`src/hw/rtl/ptlm_pkg.sv`:
```
`default_nettype none
// ----------------------------------------------------------------------------
// ptlm_pkg
// Shared constants and codes of the periodic task load monitor.
// ----------------------------------------------------------------------------
package ptlm_pkg;

    // Request kinds carried on the input tuser
    localparam int REQ_W = 2;
    localparam logic [REQ_W-1:0] REQ_TIME_CHECK = 2'd0;
    localparam logic [REQ_W-1:0] REQ_DURATION   = 2'd1;
    localparam logic [REQ_W-1:0] REQ_START      = 2'd2;

    // Configuration register indexes
    localparam int CFG_IDX_W = 1;
    localparam logic [CFG_IDX_W-1:0] CFG_PERIOD_MS   = 1'b0;
    localparam logic [CFG_IDX_W-1:0] CFG_RUN_ENABLED = 1'b1;

    // Field widths
    localparam int TIME_W  = 32;
    localparam int DUR_W   = 31;
    localparam int LOAD_W  = 16;
    localparam int COUNT_W = 8;

    // Beat layouts
    localparam int IN_DATA_W  = 96;
    localparam int OUT_DATA_W = 24;

    // Reset values and limits
    localparam logic [TIME_W-1:0]  PERIOD_RESET    = 32'd1000;
    localparam logic [LOAD_W-1:0]  LOAD_MAX        = 16'hFFFF;
    localparam logic [LOAD_W-1:0]  OVERLOAD_LIMIT  = 16'd100;
    localparam logic [COUNT_W-1:0] OVERLOAD_EVENTS = 8'd5;
    localparam logic [COUNT_W-1:0] COUNT_MAX       = 8'd255;

    // Microseconds to milliseconds, then to percent: 1000 / 100
    localparam int US_PER_MS   = 1000;
    localparam int PERCENT     = 100;
    localparam int LOAD_SCALE  = US_PER_MS / PERCENT;

    localparam int DEFAULT_WINDOW_DEPTH = 8;

endpackage

`default_nettype wire

```
`src/hw/rtl/ptlm_window.sv`:
```
`default_nettype none
// ----------------------------------------------------------------------------
// ptlm_window
// Shift window of run durations with a running sum of its entries.
// ----------------------------------------------------------------------------
module ptlm_window #(
    parameter int DEPTH = 8,
    parameter int SUM_W = 35
) (
    input  wire logic                      clk,
    input  wire logic                      rst_n,
    input  wire logic                      shift_en,
    input  wire logic [ptlm_pkg::DUR_W-1:0] din,
    output logic      [SUM_W-1:0]          sum
);
    import ptlm_pkg::*;

    logic [DUR_W-1:0] win_reg [DEPTH];
    logic [SUM_W-1:0] sum_reg;
    logic [SUM_W-1:0] sum_next;

    // Drop the oldest entry, add the new one
    assign sum_next = sum_reg - SUM_W'(win_reg[0]) + SUM_W'(din);
    assign sum      = sum_reg;

    always_ff @(posedge clk or negedge rst_n)
    begin
        if (!rst_n)
        begin
            sum_reg <= '0;
            for (int i = 0; i < DEPTH; i++)
            begin
                win_reg[i] <= '0;
            end
        end
        else if (shift_en)
        begin
            sum_reg <= sum_next;
            for (int i = 0; i < DEPTH - 1; i++)
            begin
                win_reg[i] <= win_reg[i+1];
            end
            win_reg[DEPTH-1] <= din;
        end
    end

endmodule

`default_nettype wire

```
`src/hw/rtl/ptlm_div.sv`:
```
`default_nettype none
// ----------------------------------------------------------------------------
// ptlm_div
// Restoring divider, one quotient bit per cycle. A zero divisor gives all ones.
// ----------------------------------------------------------------------------
module ptlm_div #(
    parameter int NUM_W = 35,
    parameter int DEN_W = 39
) (
    input  wire logic             clk,
    input  wire logic             rst_n,
    input  wire logic             start,
    input  wire logic [NUM_W-1:0] num,
    input  wire logic [DEN_W-1:0] den,
    output logic                  done,
    output logic      [NUM_W-1:0] quot
);
    localparam int CNT_W = $clog2(NUM_W + 1);

    logic [NUM_W-1:0] quot_reg;
    logic [DEN_W-1:0] rem_reg;
    logic [DEN_W-1:0] den_reg;
    logic [CNT_W-1:0] cnt_reg;
    logic             busy_reg;
    logic             done_reg;

    logic [DEN_W:0]   trial;
    logic             fits;
    logic [DEN_W:0]   diff;

    // Shift in the next dividend bit and try to subtract
    assign trial = {rem_reg, quot_reg[NUM_W-1]};
    assign fits  = (trial >= {1'b0, den_reg});
    assign diff  = trial - {1'b0, den_reg};

    assign done = done_reg;
    assign quot = quot_reg;

    always_ff @(posedge clk or negedge rst_n)
    begin
        if (!rst_n)
        begin
            quot_reg <= '0;
            rem_reg  <= '0;
            den_reg  <= '0;
            cnt_reg  <= '0;
            busy_reg <= 1'b0;
            done_reg <= 1'b0;
        end
        else
        begin
            done_reg <= 1'b0;
            if (start)
            begin
                quot_reg <= num;
                rem_reg  <= '0;
                den_reg  <= den;
                cnt_reg  <= CNT_W'(NUM_W);
                busy_reg <= 1'b1;
            end
            else if (busy_reg)
            begin
                rem_reg  <= fits ? diff[DEN_W-1:0] : trial[DEN_W-1:0];
                quot_reg <= {quot_reg[NUM_W-2:0], fits};
                cnt_reg  <= cnt_reg - 1'b1;
                if (cnt_reg == CNT_W'(1))
                begin
                    busy_reg <= 1'b0;
                    done_reg <= 1'b1;
                end
            end
        end
    end

endmodule

`default_nettype wire

```
`src/hw/rtl/periodic_task_load_monitor_unit.sv`:
```
`default_nettype none
// ----------------------------------------------------------------------------
// periodic_task_load_monitor_unit
// Periodic task timer with a windowed run-time load monitor.
// ----------------------------------------------------------------------------
//  channel   dir  handshake                    payload
//  s_axis    in   s_axis_tvalid/s_axis_tready  tdata: now_ms, duration_us,
//                                              delay_ms; tuser: req_type
//  m_axis    out  m_axis_tvalid/m_axis_tready  tdata: result flags and load
//  cfg       in   cfg_valid/cfg_ready          cfg_index, cfg_data
//
//  Time checks, start requests and negative durations go from accept
//  through ST_EXEC and ST_FINISH to the output register. A valid duration
//  report also passes ST_START and ST_DIV: the restoring divider produces one
//  quotient bit per cycle of the window sum over (depth * 10 * period_ms).
//  One beat is in work at a time; a new beat is taken while a finished
//  result still waits on m_axis. After reset the window, sum and counters
//  are clear, period_ms is 1000 and run_enabled is 1. cfg is always ready.
// ----------------------------------------------------------------------------
module periodic_task_load_monitor_unit #(
    parameter int WINDOW_DEPTH = ptlm_pkg::DEFAULT_WINDOW_DEPTH
) (
    input  wire logic                               clk,
    input  wire logic                               rst_n,
    // now_ms [31:0], duration_us [63:32], delay_ms [95:64]
    input  wire logic [ptlm_pkg::IN_DATA_W-1:0]     s_axis_tdata,
    // req_type [1:0]
    input  wire logic [ptlm_pkg::REQ_W-1:0]         s_axis_tuser,
    input  wire logic                               s_axis_tvalid,
    output logic                                    s_axis_tready,
    // run_due [0], first_run [1], load_percent [17:2], load_updated [18],
    // overload_started [19], overload_cleared [20], zero [23:21]
    output logic      [ptlm_pkg::OUT_DATA_W-1:0]    m_axis_tdata,
    output logic                                    m_axis_tvalid,
    input  wire logic                               m_axis_tready,
    input  wire logic                               cfg_valid,
    output logic                                    cfg_ready,
    input  wire logic [ptlm_pkg::CFG_IDX_W-1:0]     cfg_index,
    input  wire logic [ptlm_pkg::TIME_W-1:0]        cfg_data
);
    import ptlm_pkg::*;

    // Sum of the window and the divisor depth * 10 * period
    localparam int SUM_W   = DUR_W + $clog2(WINDOW_DEPTH + 1);
    localparam int DEN_MUL = WINDOW_DEPTH * LOAD_SCALE;
    localparam int MUL_W   = $clog2(DEN_MUL + 1);
    localparam int DEN_W   = TIME_W + MUL_W;

    typedef enum logic [2:0] {
        ST_IDLE,
        ST_EXEC,
        ST_START,
        ST_DIV,
        ST_FINISH
    } state_t;

    state_t state_reg;

    // Configuration
    logic [TIME_W-1:0] period_reg;
    logic              enabled_reg;

    // Captured beat
    logic [REQ_W-1:0]  req_reg;
    logic [TIME_W-1:0] now_reg;
    logic [TIME_W-1:0] dur_reg;
    logic [TIME_W-1:0] delay_reg;

    // Task state
    logic [TIME_W-1:0]  last_run_reg;
    logic               first_pending_reg;
    logic [COUNT_W-1:0] overload_count_reg;
    logic [LOAD_W-1:0]  load_reg;
    logic [DEN_W-1:0]   den_reg;

    // Result flags of the beat in work
    logic res_due_reg;
    logic res_first_reg;
    logic res_updated_reg;
    logic res_started_reg;
    logic res_cleared_reg;

    logic [OUT_DATA_W-1:0] m_data_reg;
    logic                  m_valid_reg;

    logic                  win_shift;
    logic [SUM_W-1:0]      win_sum;
    logic                  div_start;
    logic                  div_done;
    logic [SUM_W-1:0]      div_quot;
    logic [LOAD_W-1:0]     load_sat;
    logic [COUNT_W-1:0]    count_inc;
    logic                  check_fires;
    logic [TIME_W-1:0]     elapsed;
    logic                  out_free;

    assign s_axis_tready = (state_reg == ST_IDLE);
    assign cfg_ready     = 1'b1;
    assign m_axis_tdata  = m_data_reg;
    assign m_axis_tvalid = m_valid_reg;

    // Shift the window only for a non-negative duration
    assign win_shift = (state_reg == ST_EXEC) && (req_reg == REQ_DURATION)
                       && !dur_reg[TIME_W-1];
    assign div_start = (state_reg == ST_START);

    // Time check: now not before last run, enabled, and period elapsed
    assign elapsed     = now_reg - last_run_reg;
    assign check_fires = (now_reg >= last_run_reg) && enabled_reg
                         && (elapsed >= period_reg);

    // Clamp the quotient at the load ceiling
    assign load_sat  = (|div_quot[SUM_W-1:LOAD_W]) ? LOAD_MAX : div_quot[LOAD_W-1:0];
    assign count_inc = (overload_count_reg < COUNT_MAX) ? overload_count_reg + 1'b1
                                                        : overload_count_reg;

    // The output register is free when empty or being drained this cycle
    assign out_free = !m_valid_reg || m_axis_tready;

    ptlm_window #(
        .DEPTH (WINDOW_DEPTH),
        .SUM_W (SUM_W)
    ) u_window (
        .clk      (clk),
        .rst_n    (rst_n),
        .shift_en (win_shift),
        .din      (dur_reg[DUR_W-1:0]),
        .sum      (win_sum)
    );

    ptlm_div #(
        .NUM_W (SUM_W),
        .DEN_W (DEN_W)
    ) u_div (
        .clk   (clk),
        .rst_n (rst_n),
        .start (div_start),
        .num   (win_sum),
        .den   (den_reg),
        .done  (div_done),
        .quot  (div_quot)
    );

    always_ff @(posedge clk or negedge rst_n)
    begin
        if (!rst_n)
        begin
            state_reg          <= ST_IDLE;
            period_reg         <= PERIOD_RESET;
            enabled_reg        <= 1'b1;
            req_reg            <= '0;
            now_reg            <= '0;
            dur_reg            <= '0;
            delay_reg          <= '0;
            last_run_reg       <= '0;
            first_pending_reg  <= 1'b1;
            overload_count_reg <= '0;
            load_reg           <= '0;
            den_reg            <= '0;
            res_due_reg        <= 1'b0;
            res_first_reg      <= 1'b0;
            res_updated_reg    <= 1'b0;
            res_started_reg    <= 1'b0;
            res_cleared_reg    <= 1'b0;
            m_data_reg         <= '0;
            m_valid_reg        <= 1'b0;
        end
        else
        begin
            // Configuration writes
            if (cfg_valid)
            begin
                case (cfg_index)
                    CFG_PERIOD_MS:   period_reg  <= cfg_data;
                    CFG_RUN_ENABLED: enabled_reg <= cfg_data[0];
                    default:         ;
                endcase
            end

            // Drain the output register unless a new result lands this cycle
            if (m_valid_reg && m_axis_tready && (state_reg != ST_FINISH))
            begin
                m_valid_reg <= 1'b0;
            end

            case (state_reg)
                ST_IDLE:
                begin
                    if (s_axis_tvalid)
                    begin
                        req_reg         <= s_axis_tuser;
                        now_reg         <= s_axis_tdata[31:0];
                        dur_reg         <= s_axis_tdata[63:32];
                        delay_reg       <= s_axis_tdata[95:64];
                        res_due_reg     <= 1'b0;
                        res_first_reg   <= 1'b0;
                        res_updated_reg <= 1'b0;
                        res_started_reg <= 1'b0;
                        res_cleared_reg <= 1'b0;
                        state_reg       <= ST_EXEC;
                    end
                end

                ST_EXEC:
                begin
                    state_reg <= ST_FINISH;
                    case (req_reg)
                        REQ_TIME_CHECK:
                        begin
                            if (check_fires)
                            begin
                                res_due_reg       <= 1'b1;
                                res_first_reg     <= first_pending_reg;
                                last_run_reg      <= now_reg;
                                first_pending_reg <= 1'b0;
                            end
                        end
                        REQ_DURATION:
                        begin
                            if (dur_reg[TIME_W-1])
                            begin
                                last_run_reg <= '0;
                            end
                            else
                            begin
                                den_reg   <= DEN_W'(period_reg) * DEN_W'(DEN_MUL);
                                state_reg <= ST_START;
                            end
                        end
                        REQ_START:
                        begin
                            last_run_reg <= now_reg + delay_reg;
                        end
                        default:
                        begin
                        end
                    endcase
                end

                ST_START:
                begin
                    state_reg <= ST_DIV;
                end

                ST_DIV:
                begin
                    if (div_done)
                    begin
                        load_reg        <= load_sat;
                        res_updated_reg <= 1'b1;
                        if (load_sat > OVERLOAD_LIMIT)
                        begin
                            overload_count_reg <= count_inc;
                            res_started_reg    <= (count_inc == OVERLOAD_EVENTS);
                        end
                        else
                        begin
                            res_cleared_reg    <= (overload_count_reg >= OVERLOAD_EVENTS);
                            overload_count_reg <= '0;
                        end
                        state_reg <= ST_FINISH;
                    end
                end

                ST_FINISH:
                begin
                    // Hold until the output register can take the result
                    if (out_free)
                    begin
                        m_data_reg  <= {3'b000, res_cleared_reg, res_started_reg,
                                        res_updated_reg, load_reg, res_first_reg,
                                        res_due_reg};
                        m_valid_reg <= 1'b1;
                        state_reg   <= ST_IDLE;
                    end
                end

                default:
                begin
                    state_reg <= ST_IDLE;
                end
            endcase
        end
    end

    // A first-run mark only comes with a firing
    a_first_needs_due: assert property (@(posedge clk) disable iff (!rst_n)
        m_axis_tvalid |-> !(m_axis_tdata[1] && !m_axis_tdata[0]))
        else $error("first_run without run_due");

    // A firing and a load update never share a result
    a_due_xor_update: assert property (@(posedge clk) disable iff (!rst_n)
        m_axis_tvalid |-> !(m_axis_tdata[0] && m_axis_tdata[18]))
        else $error("run_due and load_updated in one result");

    // The divider finishes only while the sequencer waits on it
    a_div_done_state: assert property (@(posedge clk) disable iff (!rst_n)
        div_done |-> (state_reg == ST_DIV))
        else $error("divider done outside of the divide state");

    // An overload start marks the count reaching its threshold
    a_started_count: assert property (@(posedge clk) disable iff (!rst_n)
        (state_reg == ST_FINISH && res_started_reg)
            |-> (overload_count_reg == OVERLOAD_EVENTS))
        else $error("overload_started with wrong count");

    // A new beat is never taken before the last one is placed in the output
    a_one_in_work: assert property (@(posedge clk) disable iff (!rst_n)
        (s_axis_tvalid && s_axis_tready) |=> (state_reg == ST_EXEC))
        else $error("accepted beat not in work");

endmodule

`default_nettype wire
```
`config.mk`:
```
export PLATFORM = sky130hd
export DESIGN_NAME = periodic_task_load_monitor_unit
export DESIGN_NICKNAME = d
export VERILOG_FILES = /design/src/hw/rtl/ptlm_pkg.sv /design/src/hw/rtl/ptlm_window.sv /design/src/hw/rtl/ptlm_div.sv /design/src/hw/rtl/periodic_task_load_monitor_unit.sv
export SDC_FILE = /design/constraint.sdc
export NUM_CORES = 2
export LEC_CHECK = 0
export BUFFER_PORTS_ARGS = -buffer_cell sky130_fd_sc_hd__buf_4
export CAP_MARGIN = 30
export CORE_ASPECT_RATIO = 0.5
export CORE_MARGIN = 2
export CORE_UTILIZATION = 55
export DETAILED_ROUTE_END_ITERATION = 8
export GPL_TIMING_DRIVEN = 0
export PLACE_DENSITY = 0.73
export SETUP_SLACK_MARGIN = 0.4
export SYNTH_ARGS = -nofsm -noshare
export SYNTH_HDL_FRONTEND = slang
export SYNTH_SLANG_ARGS = --single-unit
```
`constraint.sdc`:
```
create_clock -name clk -period 5.6 [get_ports clk]
set_clock_uncertainty 0.15 [all_clocks]
set_input_delay 0.28 -clock clk [delete_from_list [all_inputs] [get_ports clk]]
set_output_delay 0.28 -clock clk [all_outputs]
set_load 0.01 [all_outputs]
```
==> metrics.md <==
| Metric | Value |
|---|---|
| Outcome | finished clean |
| Critical path endpoint category | register |
| Worst-Skew Late Latency | 0.65 ns |
| Gr usage total | 25.4% |
| Num CTS Buffers | 59 |
| CP max stage delay | 0.45 ns |
| Synth warn | 0 |
| HP Class | input port to asynchronous set/reset pin |
| CP most frequent cell | a21o_1 |
| First-pass GRT wire length | 139 mm |
| CP max FO | 8 |
| Synth Instances | 3515 |
| Cell area power density | 643 nW/um^2 |
| MaxCap Viol Count | 0 |
| Final net count | 4303 |
| Setup Viol. Count Final | 0 |
| Pwr Total | 27.3 mW |
| Slew HR | 33.2% |
| Net Sw Frac | 42.7% |
| Worst r2r src | now_reg[8]$_DFFE_PN0P_ |
| Vias | 27100 |
| Largest net degree at the start of global routing | 127 |
| Worst path top cell family by delay | compound AO/OA/AOI/OAI gates |
| RR Endpoint | last_run_reg[25]$_DFFE_PN0P_ |
| Routed WL | 86.5 mm |
| Area Growth Syn to Fin | 17.7% |
| Netlist cell types | 78 |
| Max FFs per register | 248 |
| Leakage | 20.7 nW |
| CTS tree | built |
| Die area | 67600 sq um |
| Commonest cells after routing, fill and taps aside | 643 x dfrtp_1, 394 x nand2_1, 366 x o21ai_0 |
| Clk slew on worst S/H paths | 0.07 ns |
| TritonRoute pass-1 iters | 5 |
| Arrival @ worst endpoint | 5.43 ns |
| Initial antenna violation count | 2 |
| R2R cell count | 24 |
| Setup crit start kind | register |
| Die height | 185 um |
| Layout cell share with drive strength beyond 1 | 17.3% |
| Unrepaired setup endpoints after global routing | yes |
| Period utilization | 90.7% |
| FF-to-FF setup slack | 0.52 ns |
| Via/cell ratio | 5.61 |
| Core area | 64800 sq um |
| Vias in the first global route | 27100 |
| Critical-path cell list | ha_4 > a21o_1 > a21o_1 > a221o_1 > nand2b_1 > a31oi_4 > a211oi_2 > o21bai_2 > a31oi_1 > o21bai_1 > xor2_1 > ha_1 > a21o_1 > a21o_1 > a21oi_2 > o21ai_1 > nand3_1 > and4b_1 > o31a_1 > nor4_4 > o211ai_4 > buf_12 > buf_12 > mux2_4 |
| WL per Instance | 17.9 um |
| Dpl hpwl | 62.7 mm |
| TritonCTS Sinks | 653 |
| FP Rows | 66 |
| Initial Util | 55.5% |
| Buffers & Inverters on Critical Path | 2 |
| Port-buffer cells | 158 |
| H-tree depth | 2 |
| Count of pins over their slew limit | 0 |
| Register area share after synthesis | 45.4% |
| Fin crit period | 5.08 ns |
| Routed Antenna Nets | 0 |
| Sequential Power Share | 26.8% |
| Fin util | 65.4% |
| Async S/R FF share, synth | 100% |
| Fin area | 42400 sq um |
| Int Power | 15.6 mW |
| Clock power share | 16.0% |
| Root Driver | clkbuf_16 |
| Kind of critical path | register to register |
| Endpoints failing hold | 0 |
| Initial DRC count | 1724 |
| CTS max path bufs | 3 |
| Post-synth EDFFs | 0 |
| Most common cell after layout, fill and taps aside | dfrtp_1 |
| Synthesized cell area | 36000 sq um |
| Grt ovf | 0 |
| Slowest CP cell | dfrtp_2 |
| Ys flop type | dfrtp_1 |
| # DRC | 0 |
| CP required | 5.95 ns |
| Comb pwr share | 57.2% |
| Placed cell area | 38500 sq um |
| I/O pin total | 163 |
| Maximum VDD drop | 0.000385 V |
| Fmax | 0.197 GHz |
| GP Congestion | 0.926 |
| Synthesis-stage register bit count | 653 |
| Fillers | 5086 |
| Syn avg cell area | 10.2 sq um |
| Worst-margin pin slew | 0.994 ns |
| Die Wd | 366 um |
| NetSw | 11.6 mW |
==> timing repair <==
action,in CTS,in global routing
setup buffers,4,15
gates resized for setup,20,41
endpoints found under the setup margin,35,35
endpoints found under the hold margin,224,0
pin swaps,3,27
hold buffers,135,0
==> cells in the mapped netlist (all sizes together), types with 27 or more instances <==
master / count / area (sq um)
a21o: 102 / 766
mux2: 327 / 3750
o21ai: 373 / 1870
inv: 272 / 1020
clkbuf: 127 / 477
o21a: 27 / 203
ha: 234 / 2930
and3: 27 / 174
a31oi: 35 / 219
nor2: 115 / 432
xnor2: 78 / 683
a21oi: 175 / 876
xor2: 62 / 543
a211oi: 30 / 225
dfrtp: 645 / 16100
nand2: 394 / 1480
mux2i: 68 / 681
nand3: 39 / 195
fa: 35 / 701
nor3: 29 / 145
nor2b: 32 / 200
==> layer usage <==
metal	up-vias	global-route usage, %	wire [um]
met5	-	0	0
met4	0	7.93	2480
met3	155	2.76	3100
met2	574	44.0	42000
met1	13400	33.7	38900
li1	13000	-	-
==> how the worst max path moves through the flow <==
stage	start	endpoint	slack (ns)	cells past startpoint
2_1_floorplan	now_reg[0]$_DFFE_PN0P_	last_run_reg[11]$_DFFE_PN0P_	0.70	24
3_3_place_gp	rst_n	delay_reg[26]$_DFFE_PN0P_	-3.05	1
3_5_place_dp	now_reg[0]$_DFFE_PN0P_	last_run_reg[28]$_DFFE_PN0P_	-0.32	24
4_1_cts	now_reg[12]$_DFFE_PN0P_	last_run_reg[24]$_DFFE_PN0P_	0.41	25
5_1_grt	now_reg[8]$_DFFE_PN0P_	last_run_reg[30]$_DFFE_PN0P_	0.32	24
6_report	now_reg[8]$_DFFE_PN0P_	last_run_reg[25]$_DFFE_PN0P_	0.52	24
==> through the flow <==
step                cells  setup WS [ns]  hold slack (ns)  TNS (ns)
finish               4830          0.521           0.0665         0
global route         4829          0.319            0.129         0
CTS                  4814          0.411           0.0641         0
detailed placement   4567         -0.323            0.174     -8.05
global placement     4559          -3.05            0.303  -1887.55
floorplan            3517          0.701           -0.166         0
==> area by class of cell <==
| type | instances | area, sq um | share of cell area [%] |
|---|---|---|---|
| Buffer | 152 | 637 | 1.50 |
| Clock buffer | 76 | 1630 | 3.85 |
| Antenna cell | 1 | 2.50 | 0.00590 |
| Timing Repair Buffer | 320 | 2930 | 6.92 |
| Multi-Input combinational cell | 2440 | 18300 | 43.1 |
| Sequential cell | 653 | 16400 | 38.6 |
| Tap cell | 884 | 1110 | 2.61 |
| Inverter | 272 | 1020 | 2.41 |
| Clock inverter | 32 | 448 | 1.06 |
==> cells by family (layout without fill, tap and decap cells) <==
logic type / count (synthesis) / after routing / share of synthesized area, %
AO/OA/AOI/OAI: 881 / 881 / 14.8
AND/OR/NAND/NOR: 751 / 751 / 9.51
flip-flops: 653 / 653 / 45.4
buffers and inverters: 424 / 852 / 4.51
multiplexers: 395 / 395 / 12.3
adder cells (fa/ha/maj): 269 / 269 / 10.1
XOR/XNOR: 140 / 140 / 3.41
other: 2 / 5 / 0.0209
==> power by group through the flow <==
stage          Clock (mW)  Sequential (mW)  Combinational [mW]
2_1_floorplan           0             6.97                11.6
3_3_place_gp            0             7.31                14.3
3_5_place_dp            0             7.36                14.7
4_1_cts              4.43             7.30                15.1
5_1_grt              4.61             7.49                17.5
6_report             4.35             7.31                15.6
Power figures use the tool's default switching activity.
